**config.mk**
```make
export PLATFORM = sky130hd
export DESIGN_NAME = symbol_name_to_nid_hash_unit
export DESIGN_NICKNAME = d
export VERILOG_FILES = /design/src/snh_pkg.sv /design/src/snh_sha1_core.sv /design/src/symbol_name_to_nid_hash_unit.sv
export SDC_FILE = /design/constraint.sdc
export NUM_CORES = 2
export LEC_CHECK = 0
export BUFFER_PORTS_ARGS = -buffer_cell sky130_fd_sc_hd__buf_2
export CORE_ASPECT_RATIO = 1.75
export CORE_MARGIN = 1
export CORE_UTILIZATION = 50
export CTS_BUF_LIST = sky130_fd_sc_hd__clkbuf_8
export DETAILED_ROUTE_END_ITERATION = 12
export GPL_ROUTABILITY_DRIVEN = 0
export HOLD_SLACK_MARGIN = 0.1
export PLACE_DENSITY_LB_ADDON = 0.05
export SLEW_MARGIN = 20
export SYNTH_ARGS = -nofsm -noshare
export SYNTH_HDL_FRONTEND = slang
export SYNTH_SLANG_ARGS = --single-unit
```
**constraint.sdc**
```tcl
create_clock -name clk -period 56.9 [get_ports clk]
set_input_delay 11.38 -clock clk [delete_from_list [all_inputs] [get_ports clk]]
set_output_delay 11.38 -clock clk [all_outputs]
set_load 0.01 [all_outputs]
```
**src/snh_pkg.sv**
```systemverilog
// Shared types, constants and helpers for the symbol name to NID hash unit.
package snh_pkg;

	localparam int unsigned LEN_CNT_BITS_DEF = 32;
	localparam int unsigned NID_CHARS        = 11;

	localparam logic [31:0] SHA_IV0 = 32'h67452301;
	localparam logic [31:0] SHA_IV1 = 32'hEFCDAB89;
	localparam logic [31:0] SHA_IV2 = 32'h98BADCFE;
	localparam logic [31:0] SHA_IV3 = 32'h10325476;
	localparam logic [31:0] SHA_IV4 = 32'hC3D2E1F0;

	localparam logic [31:0] SHA_K0 = 32'h5A827999;
	localparam logic [31:0] SHA_K1 = 32'h6ED9EBA1;
	localparam logic [31:0] SHA_K2 = 32'h8F1BBCDC;
	localparam logic [31:0] SHA_K3 = 32'hCA62C1D6;

	localparam logic [7:0] PAD_BYTE = 8'h80;

	typedef struct packed {
		logic start;
		logic init;
	} sha_ctl_t;

	typedef struct packed {
		logic busy;
		logic done;
	} sha_sts_t;

	function automatic logic [7:0] salt_byte(input logic [3:0] idx);
		logic [7:0] b;
		unique case (idx)
			4'd0:    b = 8'h51;
			4'd1:    b = 8'h8d;
			4'd2:    b = 8'h64;
			4'd3:    b = 8'ha6;
			4'd4:    b = 8'h35;
			4'd5:    b = 8'hde;
			4'd6:    b = 8'hd8;
			4'd7:    b = 8'hc1;
			4'd8:    b = 8'he6;
			4'd9:    b = 8'hb0;
			4'd10:   b = 8'h39;
			4'd11:   b = 8'hb1;
			4'd12:   b = 8'hc3;
			4'd13:   b = 8'he5;
			4'd14:   b = 8'h52;
			default: b = 8'h30;
		endcase
		return b;
	endfunction

	// 64-symbol alphabet: A-Z a-z 0-9 + -
	function automatic logic [6:0] nid_ascii(input logic [5:0] idx);
		logic [6:0] c;
		priority if (idx < 6'd26)
			c = 7'h41 + {1'b0, idx};
		else if (idx < 6'd52)
			c = 7'h61 + {1'b0, idx} - 7'd26;
		else if (idx < 6'd62)
			c = 7'h30 + {1'b0, idx} - 7'd52;
		else if (idx == 6'd62)
			c = 7'h2b;
		else
			c = 7'h2d;
		return c;
	endfunction

	// digest bytes: d0..d3 = word 1 low to high, d4..d7 = word 0 low to high
	function automatic logic [5:0] nid_index(input logic [31:0] h0, input logic [31:0] h1,
						 input logic [3:0] ci);
		logic [7:0] d0, d1, d2, d3, d4, d5, d6, d7;
		logic [5:0] ix;
		d0 = h1[7:0];   d1 = h1[15:8];  d2 = h1[23:16]; d3 = h1[31:24];
		d4 = h0[7:0];   d5 = h0[15:8];  d6 = h0[23:16]; d7 = h0[31:24];
		unique case (ci)
			4'd0:    ix = d0[7:2];
			4'd1:    ix = {d0[1:0], d1[7:4]};
			4'd2:    ix = {d1[3:0], d2[7:6]};
			4'd3:    ix = d2[5:0];
			4'd4:    ix = d3[7:2];
			4'd5:    ix = {d3[1:0], d4[7:4]};
			4'd6:    ix = {d4[3:0], d5[7:6]};
			4'd7:    ix = d5[5:0];
			4'd8:    ix = d6[7:2];
			4'd9:    ix = {d6[1:0], d7[7:4]};
			default: ix = {d7[3:0], 2'b00};
		endcase
		return ix;
	endfunction

endpackage

```
**src/snh_sha1_core.sv**
```systemverilog
// Iterative SHA-1 compression: one round per cycle over a rolling 16-word schedule.
module snh_sha1_core (
	input  logic              clk,
	input  logic              arst_n,
	input  snh_pkg::sha_ctl_t ctl,
	input  logic [511:0]      blk,
	output snh_pkg::sha_sts_t sts,
	output logic [31:0]       h0,
	output logic [31:0]       h1
);
	import snh_pkg::*;

	logic [31:0] h_q [5];
	logic [31:0] a_q, b_q, c_q, d_q, e_q;
	logic [31:0] w_q [16];
	logic [6:0]  rnd_q;
	logic        busy_q, fin_q, done_q;
	logic [31:0] f, k, t, w_new;

	always_comb begin
		priority if (rnd_q < 7'd20) begin
			f = (b_q & c_q) | (~b_q & d_q);
			k = SHA_K0;
		end else if (rnd_q < 7'd40) begin
			f = b_q ^ c_q ^ d_q;
			k = SHA_K1;
		end else if (rnd_q < 7'd60) begin
			f = (b_q & c_q) | (b_q & d_q) | (c_q & d_q);
			k = SHA_K2;
		end else begin
			f = b_q ^ c_q ^ d_q;
			k = SHA_K3;
		end
		t = {a_q[26:0], a_q[31:27]} + f + e_q + k + w_q[0];
		w_new = w_q[13] ^ w_q[8] ^ w_q[2] ^ w_q[0];
		w_new = {w_new[30:0], w_new[31]};
	end

	// schedule and working words carry no reset
	always_ff @(posedge clk) begin
		if (ctl.start) begin
			a_q <= h_q[0]; b_q <= h_q[1]; c_q <= h_q[2]; d_q <= h_q[3]; e_q <= h_q[4];
			for (int i = 0; i < 16; i++)
				w_q[i] <= blk[511 - 32 * i -: 32];
		end else if (busy_q) begin
			a_q <= t; b_q <= a_q; c_q <= {b_q[1:0], b_q[31:2]}; d_q <= c_q; e_q <= d_q;
			for (int i = 0; i < 15; i++)
				w_q[i] <= w_q[i + 1];
			w_q[15] <= w_new;
		end
	end

	always_ff @(posedge clk or negedge arst_n) begin
		if (!arst_n) begin
			busy_q <= 1'b0;
			fin_q  <= 1'b0;
			done_q <= 1'b0;
			rnd_q  <= '0;
			h_q[0] <= SHA_IV0; h_q[1] <= SHA_IV1; h_q[2] <= SHA_IV2;
			h_q[3] <= SHA_IV3; h_q[4] <= SHA_IV4;
		end else begin
			done_q <= fin_q;
			if (ctl.init) begin
				h_q[0] <= SHA_IV0; h_q[1] <= SHA_IV1; h_q[2] <= SHA_IV2;
				h_q[3] <= SHA_IV3; h_q[4] <= SHA_IV4;
			end else if (fin_q) begin
				h_q[0] <= h_q[0] + a_q; h_q[1] <= h_q[1] + b_q; h_q[2] <= h_q[2] + c_q;
				h_q[3] <= h_q[3] + d_q; h_q[4] <= h_q[4] + e_q;
			end
			if (ctl.start) begin
				busy_q <= 1'b1;
				rnd_q  <= '0;
			end else if (busy_q) begin
				if (rnd_q == 7'd79) begin
					busy_q <= 1'b0;
					fin_q  <= 1'b1;
				end else begin
					rnd_q <= rnd_q + 7'd1;
				end
			end
			if (fin_q)
				fin_q <= 1'b0;
		end
	end

	assign sts.busy = busy_q | fin_q;
	assign sts.done = done_q;
	assign h0 = h_q[0];
	assign h1 = h_q[1];

	a_start_idle: assert property (@(posedge clk) disable iff (!arst_n)
		ctl.start |-> !busy_q && !fin_q) else $error("start while compressing");
	a_fin_after_last: assert property (@(posedge clk) disable iff (!arst_n)
		$rose(fin_q) |-> $past(rnd_q) == 7'd79) else $error("early finish");
	a_done_after_fin: assert property (@(posedge clk) disable iff (!arst_n)
		done_q |-> $past(fin_q)) else $error("done without add");

endmodule

```
**src/symbol_name_to_nid_hash_unit.sv**
```systemverilog
// Top level: symbol name bytes in, 11-character SHA-1 based identifier out.
//
//  channel | handshake           | payload
//  --------+---------------------+------------------------------------------
//  input   | in_valid / in_stall | name_byte[7:0], is_last
//  output  | out_valid/out_stall | nid_char[6:0], char_last, length_overflow
//
// A name byte is taken only in the idle state. Each full 64-byte block
// costs a load step, 80 rounds, an add step and a hand-back step of the
// shared round unit, with in_stall high. After the last byte the salt,
// padding and length are fed one byte a cycle, pausing while a block is
// compressed, then 11 characters are offered, one per output transfer.
// Reset (arst_n low) restores the chain words and clears count and flag;
// out_stall only holds the current character, nothing is dropped.
module symbol_name_to_nid_hash_unit #(
	parameter int unsigned LENGTH_COUNTER_BITS = snh_pkg::LEN_CNT_BITS_DEF
) (
	input  logic       clk,
	input  logic       arst_n,
	input  logic       in_valid,
	output logic       in_stall,
	input  logic [7:0] name_byte,
	input  logic       is_last,
	output logic       out_valid,
	input  logic       out_stall,
	output logic [6:0] nid_char,
	output logic       char_last,
	output logic       length_overflow
);
	import snh_pkg::*;

	typedef enum logic [4:0] {
		ST_IDLE = 5'b00001,
		ST_SFX  = 5'b00010,
		ST_LOAD = 5'b00100,
		ST_COMP = 5'b01000,
		ST_EMIT = 5'b10000
	} state_t;

	typedef enum logic [2:0] {
		PH_SALT = 3'b001,
		PH_PAD  = 3'b010,
		PH_LEN  = 3'b100
	} phase_t;

	state_t    state_q;
	phase_t    phase_q;
	logic [511:0] buf_q;           // block buffer, first byte ends at the top
	logic [5:0]   fill_q;
	logic [LENGTH_COUNTER_BITS-1:0] cnt_q;
	logic         ovf_q;
	logic         fin_q;           // last name byte taken, suffix pending
	logic         all_q;           // final length byte absorbed
	logic [4:0]   sidx_q;
	logic [2:0]   lidx_q;
	logic [3:0]   ci_q;

	sha_ctl_t    ctl;
	sha_sts_t    sts;
	logic [31:0] h0, h1;

	logic        in_xfer, out_xfer;
	logic        absorb;
	logic [7:0]  abs_byte;
	logic [63:0] bit_len, len_sh;

	assign in_xfer  = in_valid && !in_stall;
	assign out_xfer = out_valid && !out_stall;
	assign in_stall = (state_q != ST_IDLE);
	assign out_valid = (state_q == ST_EMIT);

	// message length in bits including the 16 salt bytes, modulo 2^64
	assign bit_len = ({{(64-LENGTH_COUNTER_BITS){1'b0}}, cnt_q} + 64'd16) << 3;
	assign len_sh  = bit_len << {lidx_q, 3'b000};

	always_comb begin
		absorb   = 1'b0;
		abs_byte = 8'h00;
		unique case (state_q)
			ST_IDLE: begin
				absorb   = in_valid;
				abs_byte = name_byte;
			end
			ST_SFX: begin
				unique case (phase_q)
					PH_SALT: begin
						absorb   = 1'b1;
						abs_byte = sidx_q[4] ? PAD_BYTE : salt_byte(sidx_q[3:0]);
					end
					PH_PAD: begin
						absorb   = (fill_q != 6'd56);
						abs_byte = 8'h00;
					end
					default: begin
						absorb   = 1'b1;
						abs_byte = len_sh[63:56];
					end
				endcase
			end
			default: begin
				absorb   = 1'b0;
				abs_byte = 8'h00;
			end
		endcase
		ctl.start = (state_q == ST_LOAD);
		ctl.init  = out_xfer && (ci_q == 4'(NID_CHARS - 1));
	end

	always_ff @(posedge clk) begin
		if (absorb)
			buf_q <= {buf_q[503:0], abs_byte};
	end

	always_ff @(posedge clk or negedge arst_n) begin
		if (!arst_n) begin
			state_q <= ST_IDLE;
			phase_q <= PH_SALT;
			fill_q  <= '0;
			cnt_q   <= '0;
			ovf_q   <= 1'b0;
			fin_q   <= 1'b0;
			all_q   <= 1'b0;
			sidx_q  <= '0;
			lidx_q  <= '0;
			ci_q    <= '0;
		end else begin
			if (absorb)
				fill_q <= fill_q + 6'd1;
			unique case (state_q)
				ST_IDLE: begin
					if (in_xfer) begin
						if (&cnt_q)
							ovf_q <= 1'b1;
						else
							cnt_q <= cnt_q + 1'b1;
						if (is_last) begin
							fin_q   <= 1'b1;
							phase_q <= PH_SALT;
							sidx_q  <= '0;
							lidx_q  <= '0;
						end
						if (fill_q == 6'd63)
							state_q <= ST_LOAD;
						else if (is_last)
							state_q <= ST_SFX;
					end
				end
				ST_SFX: begin
					unique case (phase_q)
						PH_SALT: begin
							sidx_q <= sidx_q + 5'd1;
							if (sidx_q[4])
								phase_q <= PH_PAD;
						end
						PH_PAD: begin
							if (fill_q == 6'd56)
								phase_q <= PH_LEN;
						end
						default: begin
							lidx_q <= lidx_q + 3'd1;
							if (lidx_q == 3'd7)
								all_q <= 1'b1;
						end
					endcase
					if (absorb && fill_q == 6'd63)
						state_q <= ST_LOAD;
				end
				ST_LOAD: state_q <= ST_COMP;
				ST_COMP: begin
					if (sts.done) begin
						if (all_q)
							state_q <= ST_EMIT;
						else if (fin_q)
							state_q <= ST_SFX;
						else
							state_q <= ST_IDLE;
					end
				end
				default: begin
					if (out_xfer) begin
						if (ci_q == 4'(NID_CHARS - 1)) begin
							ci_q    <= '0;
							state_q <= ST_IDLE;
							cnt_q   <= '0;
							ovf_q   <= 1'b0;
							fin_q   <= 1'b0;
							all_q   <= 1'b0;
						end else begin
							ci_q <= ci_q + 4'd1;
						end
					end
				end
			endcase
		end
	end

	snh_sha1_core u_core (
		.clk    (clk),
		.arst_n (arst_n),
		.ctl    (ctl),
		.blk    (buf_q),
		.sts    (sts),
		.h0     (h0),
		.h1     (h1)
	);

	assign nid_char        = nid_ascii(nid_index(h0, h1, ci_q));
	assign char_last       = (ci_q == 4'(NID_CHARS - 1));
	assign length_overflow = ovf_q;

	a_emit_block_clean: assert property (@(posedge clk) disable iff (!arst_n)
		state_q == ST_EMIT |-> fill_q == 6'd0 && !sts.busy) else $error("emit mid-block");
	a_comp_busy: assert property (@(posedge clk) disable iff (!arst_n)
		ctl.start |=> sts.busy) else $error("core not started");
	a_last_wraps: assert property (@(posedge clk) disable iff (!arst_n)
		out_xfer && char_last |=> state_q == ST_IDLE && !ovf_q) else $error("no clear");
	a_no_input_busy: assert property (@(posedge clk) disable iff (!arst_n)
		sts.busy |-> in_stall) else $error("input taken while compressing");

endmodule

```
# After elaboration in Yosys (flattened, before gate mapping)
# Memory sizes are Yosys's and may differ from the RTL's.
# Cells that the tools add are included.
word_totals:
  mem_bits_ro: 128
  elab_cells: 256
  out_inout_bits: 11
  n_memories: 2
  in_bits: 13
  reg_bits: 903
  ramBits: 512
classes:
  addsub: 21
  eq_ne: 38
  order_cmp: 6
  n_reduce_logical: 31
  mux: 100
  n_shift: 1
  bitwise_logic: 32
memory_table:
  columns: ["memory", "words", "word_bits", "rd", "rd_ports_with_merged_regs", "wr", "line", "text"]
  rows:
  - ["u_core.w_q", 16, 32, 16, 0, 16, "snh_sha1_core.sv:15", "logic [31:0] w_q [16];"]
  - ["(no name shown)", 16, 8, 1, 0, 0, "snh_pkg.sv:32", "unique case (idx)"]
ops:
  columns: ["operator", "n"]
  rows:
  - ["$mux W32", 35]
  - ["$mux W160", 2]
  - ["$add A32 B32 Y32", 9]
  - ["$xor A32 B32 Y32", 5]
  - ["$and A32 B32 Y32", 4]
  - ["$or A32 B32 Y32", 3]
  - ["$pmux W32 S2", 1]
  - ["$shl A36 B6 Y64", 1]
  - ["$pmux W6 S10", 1]
  - ["$mux W5", 11]
  - ["$mux W7", 6]
  - ["$add A32 B5 Y33 const B", 1]
  - ["$add A32 B1 Y32 const B", 1]
  - ["$not A32 Y32", 1]
  - ["$pmux W8 S2", 2]
  - ["$reduce_and A32 Y1", 1]
  - ["$mux W31", 1]
  - ["$mux W3", 8]
  - ["$mux W1", 21]
  - ["$pmux W5 S4", 1]
  - ["$reduce_and A5 Y1", 4]
  - ["$eq A6 B6 Y1 const B", 3]
  - ["$pmux W3 S2", 3]
  - ["$eq A4 B3 Y1 const B", 4]
  - ["other kinds (49)", 100]

# Longest topological paths before layout
logic_depth:
  word_depth: 12
  mapped_depth: 26
  mapped_depth_nobuf: 24

# By module
# Synthesis repeated with hierarchy kept, for this count alone.
hier_totals:
  hier_cells: 5143
  hier_area_um2: 69770.7
modules_own_cells:
  columns: ["module", "cells_each", "n_inst", "seq_area_each_um2", "area_each_um2"]
  rows:
  - ["snh_sha1_core", 3952, 1, 24533.5, 48934.4]
  - ["symbol_name_to_nid_hash_unit", 1191, 1, 16903.7, 20836.2]

# Least setup slack after synthesis
# OpenSTA, ideal clock, no wires.
synth_timing:
  kind: "input port to flip-flop"
  startpoint: "in in_valid"
  endpoint: "reg fill_q[5]"
  setup_ps: 123
  required_time_ps: 56777
  slack_ps: 29491
  stages: 6
  arrival_time_ps: 27286
  n_path_buf: 1
  path_cell_list: "nand2_1 -> nand2b_1 -> clkbuf_1 -> and4_1 -> nand3_1 -> xnor2_1"
synth_between:
  elab_chain_cells: 1
synth_lines:
  columns: ["element", "line", "text"]
  rows:
  - ["start, declared", "symbol_name_to_nid_hash_unit.sv:20", "input logic in_valid,"]
  - ["$pmux W1 S2", "symbol_name_to_nid_hash_unit.sv:79", "unique case (state_q)"]
  - ["net absorb", "symbol_name_to_nid_hash_unit.sv:63", "logic absorb;"]
  - ["end signal, assigned", "symbol_name_to_nid_hash_unit.sv:128", "fill_q <= fill_q + 6'd1;"]
  - ["end, declared", "symbol_name_to_nid_hash_unit.sv:49", "logic [5:0] fill_q;"]
# The timed path passes the listed nets, and every way through them passes these cells.
# A chain may end at the register's enable or synchronous reset.

# Worst setup path after layout
layout_timing:
  startpoint: "reg ci_q[2]"
  endpoint: "out nid_char[2]"
layout_between:
  elab_chain_cells: 7
  word_cells_on_any_way: 24
  classes_between: "5 x add/sub; 3 x order compare; 10 x eq/ne; 5 x mux; 1 x reduce/logical"
layout_lines:
  columns: ["element", "line", "text"]
  rows:
  - ["start, declared", "symbol_name_to_nid_hash_unit.sv:56", "logic [3:0] ci_q;"]
  - ["start signal, assigned", "symbol_name_to_nid_hash_unit.sv:189", "ci_q <= ci_q + 4'd1;"]
  - ["$eq A4 B4 Y1 (tied with other cells)", "snh_pkg.sv:76", "unique case (ci)"]
  - ["$pmux W6 S10 (*)", "snh_pkg.sv:76", null]
  - ["$add A6 B6 Y7 / $eq A6 B6 Y1 (equally long branches)", "snh_pkg.sv:61, snh_pkg.sv:62", null]
  - ["$sub A7 B6 Y7 / $mux W3 (equally long branches)", "snh_pkg.sv:61, snh_pkg.sv:62", null]
  - ["$mux W7", "snh_pkg.sv:60", "else if (idx < 6'd62)"]
  - ["$mux W7", "snh_pkg.sv:58", "else if (idx < 6'd52)"]
  - ["$mux W7 (*)", "snh_pkg.sv:56", "priority if (idx < 6'd26)"]
  - ["end, declared", "symbol_name_to_nid_hash_unit.sv:26", "output logic [6:0] nid_char,"]
# Every way passes the cells marked *; elsewhere a longest branch is shown, timed or not.

==> impl_results.md <==
- Chip width: 283 µm
- Status: finished, final reports clean
- Main synth FF type: edfxtp_1
- Synth-to-layout area growth: 8.85%
- DR DRC count: 0
- Clk buf depth: 3
- Global-route wire length before repair: 272 mm
- RSZ-0062 raised after global routing: no
- H-tree level count: 4
- Synth area leaders: edfxtp_1 52%, nand2_1 5.9%, dfrtp_1 5.4%, mux2_2 5.3%, ha_1 4.0%
- Fmax: 62.7 MHz
- # hold bufs at CTS: 0
- Via count: 43100
- Die Ht: 493 µm
- GRT Overall Usage: 0.263
- Setup Fix Bufs, Post-CTS: 0
- Fin Hold WS: 0.409 ns
- Syn_area_per_cell: 12.3 µm²
- First DRT Iteration DRCs: 2922
- Synth Net Count: 5941
- P_leak: 28.4 nW
- Antenna viol nets, final: 0
- Synth area leader: edfxtp_1
- Psw: 0.000432 W
- I/O pins: 24
- Rel. slew slack: 0.281
- Sequential element share of the synthesized area: 0.602
- Total CTS buffers: 208
- Pwr Total: 0.00194 W
- Startpoint Class: register
- Sequential group share of total power: 0.572
- Crit end category: output pin
- Cell variety after synth: 98
- Share of the core filled with cells: 0.550
- Starting Density: 0.505
- Total Wirelength: 181 mm
- Slew Limit Fails: 0
- Final #Nets: 6006
- Post_cts resized: 0
- Internal power: 0.00151 W
- Cell Area, Synth: 68900 µm²
- Clk sinks: 1415
- Post-synthesis register bit count: 1415
- Non-filler cells, final: 7648
- Worst Path Arrival: 4.57 ns
- Tcrit/Tclk final: 0.280
- Worst-path fanout max: 20
- Vias in the first global route: 44200
- Top-count cell post-synth: edfxtp_1
- Number of max-cap violations: 0
- Clock Tree Root: clkbuf_8
- Clock transition at the registers of the reported paths: 0.07 ns
- Crit Path Class: register to output pin
- Final clock skew: 0.0808 ns
- Asr flop ratio synth: 0.163
- Row cnt: 179
- Routed vias/inst: 5.64
- Final setup vio count: 0
- Commonest cells in the synthesized netlist: 1184 x edfxtp_1, 1080 x nand2_1, 333 x nor2_1
- Placed cells: 7256
- Maximum VDD drop: 0.0000260 V
- Fin. Hold Viols: 0
- Total core area: 136000 µm²
- Clock network fraction of design power: 0.422
- Slew at the pin closest to its max-slew limit: 1.08 ns
- R2r setup slk: 49.08 ns
- Share of layout cells above drive strength 1: 0.142
- Synth top area share: 0.516
- Hold Crit Class: register to register
- DR pass1 iterations: 8
- Worst-skew pair later-pin latency: 0.96 ns
- Number of synthesized flops with an enable pin: 1184
- CTS tree: yes
- FILL cells: 11600
- Largest net degree at the start of global routing: 179
- Power density over the cells: 25.9 nW/µm²
- Final Critical Period: 15.95 ns
- Switching share of power: 0.223
- Avg WL per Cell: 23.7 µm
- Synthesis warning total: 0
- Post-Synthesis Cells: 5591
- HPWL after DPL: 123 mm
- CP required: 45.52 ns
- Initial antenna violation count: 2
- Die Area: 139000 µm²
- Grt total ovfl: 0
- IO Port Bufs: 23
- Final setup TNS: 0 ns
- Comb power frac: 0.006
[critical path, stage by stage (launching register included)]
cell and delay [ns]:
dfrtp_1 0.80, mux2i_1 0.24, nor2_1 0.13, a21oi_1 0.05, o311ai_0 0.49, o31a_1 0.36
inv_1 0.12, ha_1 0.22, nand3b_1 0.35, a31oi_1 0.36, mux2i_1 0.13, o211ai_1 0.19
buf_2 0.16
[worst paths after layout]
path                                 start        endpoint  cells past startpoint
min in group asynchronous           arst_n  u_core.h_q[40]                      1
setup / recovery                   ci_q[2]     nid_char[2]                     12
hold reg to reg                  buf_q[79]       buf_q[87]                      0
setup reg to reg           u_core.rnd_q[5]  u_core.a_q[31]                     23
max in group asynchronous           arst_n      state_q[4]                      3
hold / removal                   buf_q[79]       buf_q[87]                      0
[cell families (layout without fill, tap and decap cells)]
kind of cell	after synthesis	in the layout	share of synthesized area
flops	1415	1415	0.602
compound gates	911	911	0.0849
mux	433	433	0.0698
simple gates	1727	1727	0.105
buf+inv	460	704	0.0253
other cells	0	3	0
fa+ha+maj	337	337	0.0742
xor+xnor	308	308	0.0392
[metal layers]
metal | share of wire | GRT usage | vias to the layer above
li1 | - | - | 20100
met1 | 0.37 | 0.289 | 21500
met2 | 0.51 | 0.456 | 981
met3 | 0.039 | 0.0414 | 461
met4 | 0.081 | 0.194 | 0
met5 | 0 | 0 | -
[layout make-up]
| type | count | area (µm²) | area share |
|---|---|---|---|
| Clock buffer | 226 | 3110 | 0.0415 |
| Timing Repair Buffer | 71 | 536 | 0.00714 |
| Sequential cell | 1415 | 41400 | 0.553 |
| Clock inverter | 163 | 946 | 0.0126 |
| Inverter | 244 | 917 | 0.0122 |
| Multi-Input combinational cell | 3716 | 25800 | 0.343 |
| Tap cell | 1810 | 2260 | 0.0302 |
| Antenna cell | 3 | 7.51 | 0.000100 |
[per-stage QoR]
stage               area (µm²)  worst slack [ns]
global placement         70900             41.44
global route             75000             40.68
CTS                      75000             40.96
detailed placement       70900             41.36
finish                   75000             40.95
floorplan                68900             29.49
[registers in the layout, indices dropped and copies added, names as in the netlist, 5 cells and up]
| register | count |
|---|---|
| u_core.rnd_q | 7 |
| u_core.b_q | 32 |
| state_q | 5 |
| u_core.h0 | 32 |
| u_core.w_q | 512 |
| u_core.e_q | 32 |
| u_core.d_q | 32 |
| u_core.c_q | 32 |
| cnt_q | 32 |
| u_core.h_q | 96 |
| u_core.h1 | 32 |
| buf_q | 512 |
| sidx_q | 5 |
| u_core.a_q | 32 |
| fill_q | 6 |
[power by group through the flow]
stage | logic (W) | clock network [W] | registers [W]
after CTS | 0.0000116 | 0.000841 | 0.00111
after floorplan | 0.00000492 | 0 | 0.00113
final | 0.0000114 | 0.000819 | 0.00111
after detailed placement | 0.0000115 | 0 | 0.00113
after global routing | 0.0000128 | 0.000880 | 0.00111
after global placement | 0.0000116 | 0 | 0.00113
[cell usage in the layout (no fill, tap or decap), types with 11 or more instances in the layout]
cell type | Yosys | layout
buf_2 | 14 | 22
and2_1 | 14 | 14
o31ai_1 | 18 | 18
clkbuf_8 | 0 | 226
nor2_1 | 333 | 331
o22ai_1 | 14 | 14
nand2b_1 | 30 | 28
xor2_1 | 83 | 83
a31oi_1 | 28 | 28
clkinv_1 | 1 | 38
nand3b_1 | 11 | 11
nand3_1 | 64 | 63
a221o_1 | 17 | 17
inv_1 | 240 | 310
dfrtp_1 | 149 | 148
and3_1 | 37 | 36
buf_4 | 0 | 44
edfxtp_1 | 1184 | 1184
o21ai_1 | 26 | 26
nor3_1 | 43 | 43
o21a_1 | 28 | 28
nand4_1 | 18 | 18
ha_1 | 218 | 218
mux2_2 | 327 | 327
nand2_1 | 1080 | 1078
dfstp_2 | 82 | 82
a211oi_1 | 38 | 38
fa_1 | 119 | 119
a21o_1 | 99 | 99
clkinv_2 | 0 | 34
a21oi_1 | 208 | 208
o21ai_0 | 264 | 264
mux2i_1 | 99 | 99
o211ai_1 | 24 | 24
o21bai_1 | 17 | 17
xnor2_1 | 225 | 225
nor2b_1 | 33 | 33
Power figures use the tool's default switching activity.
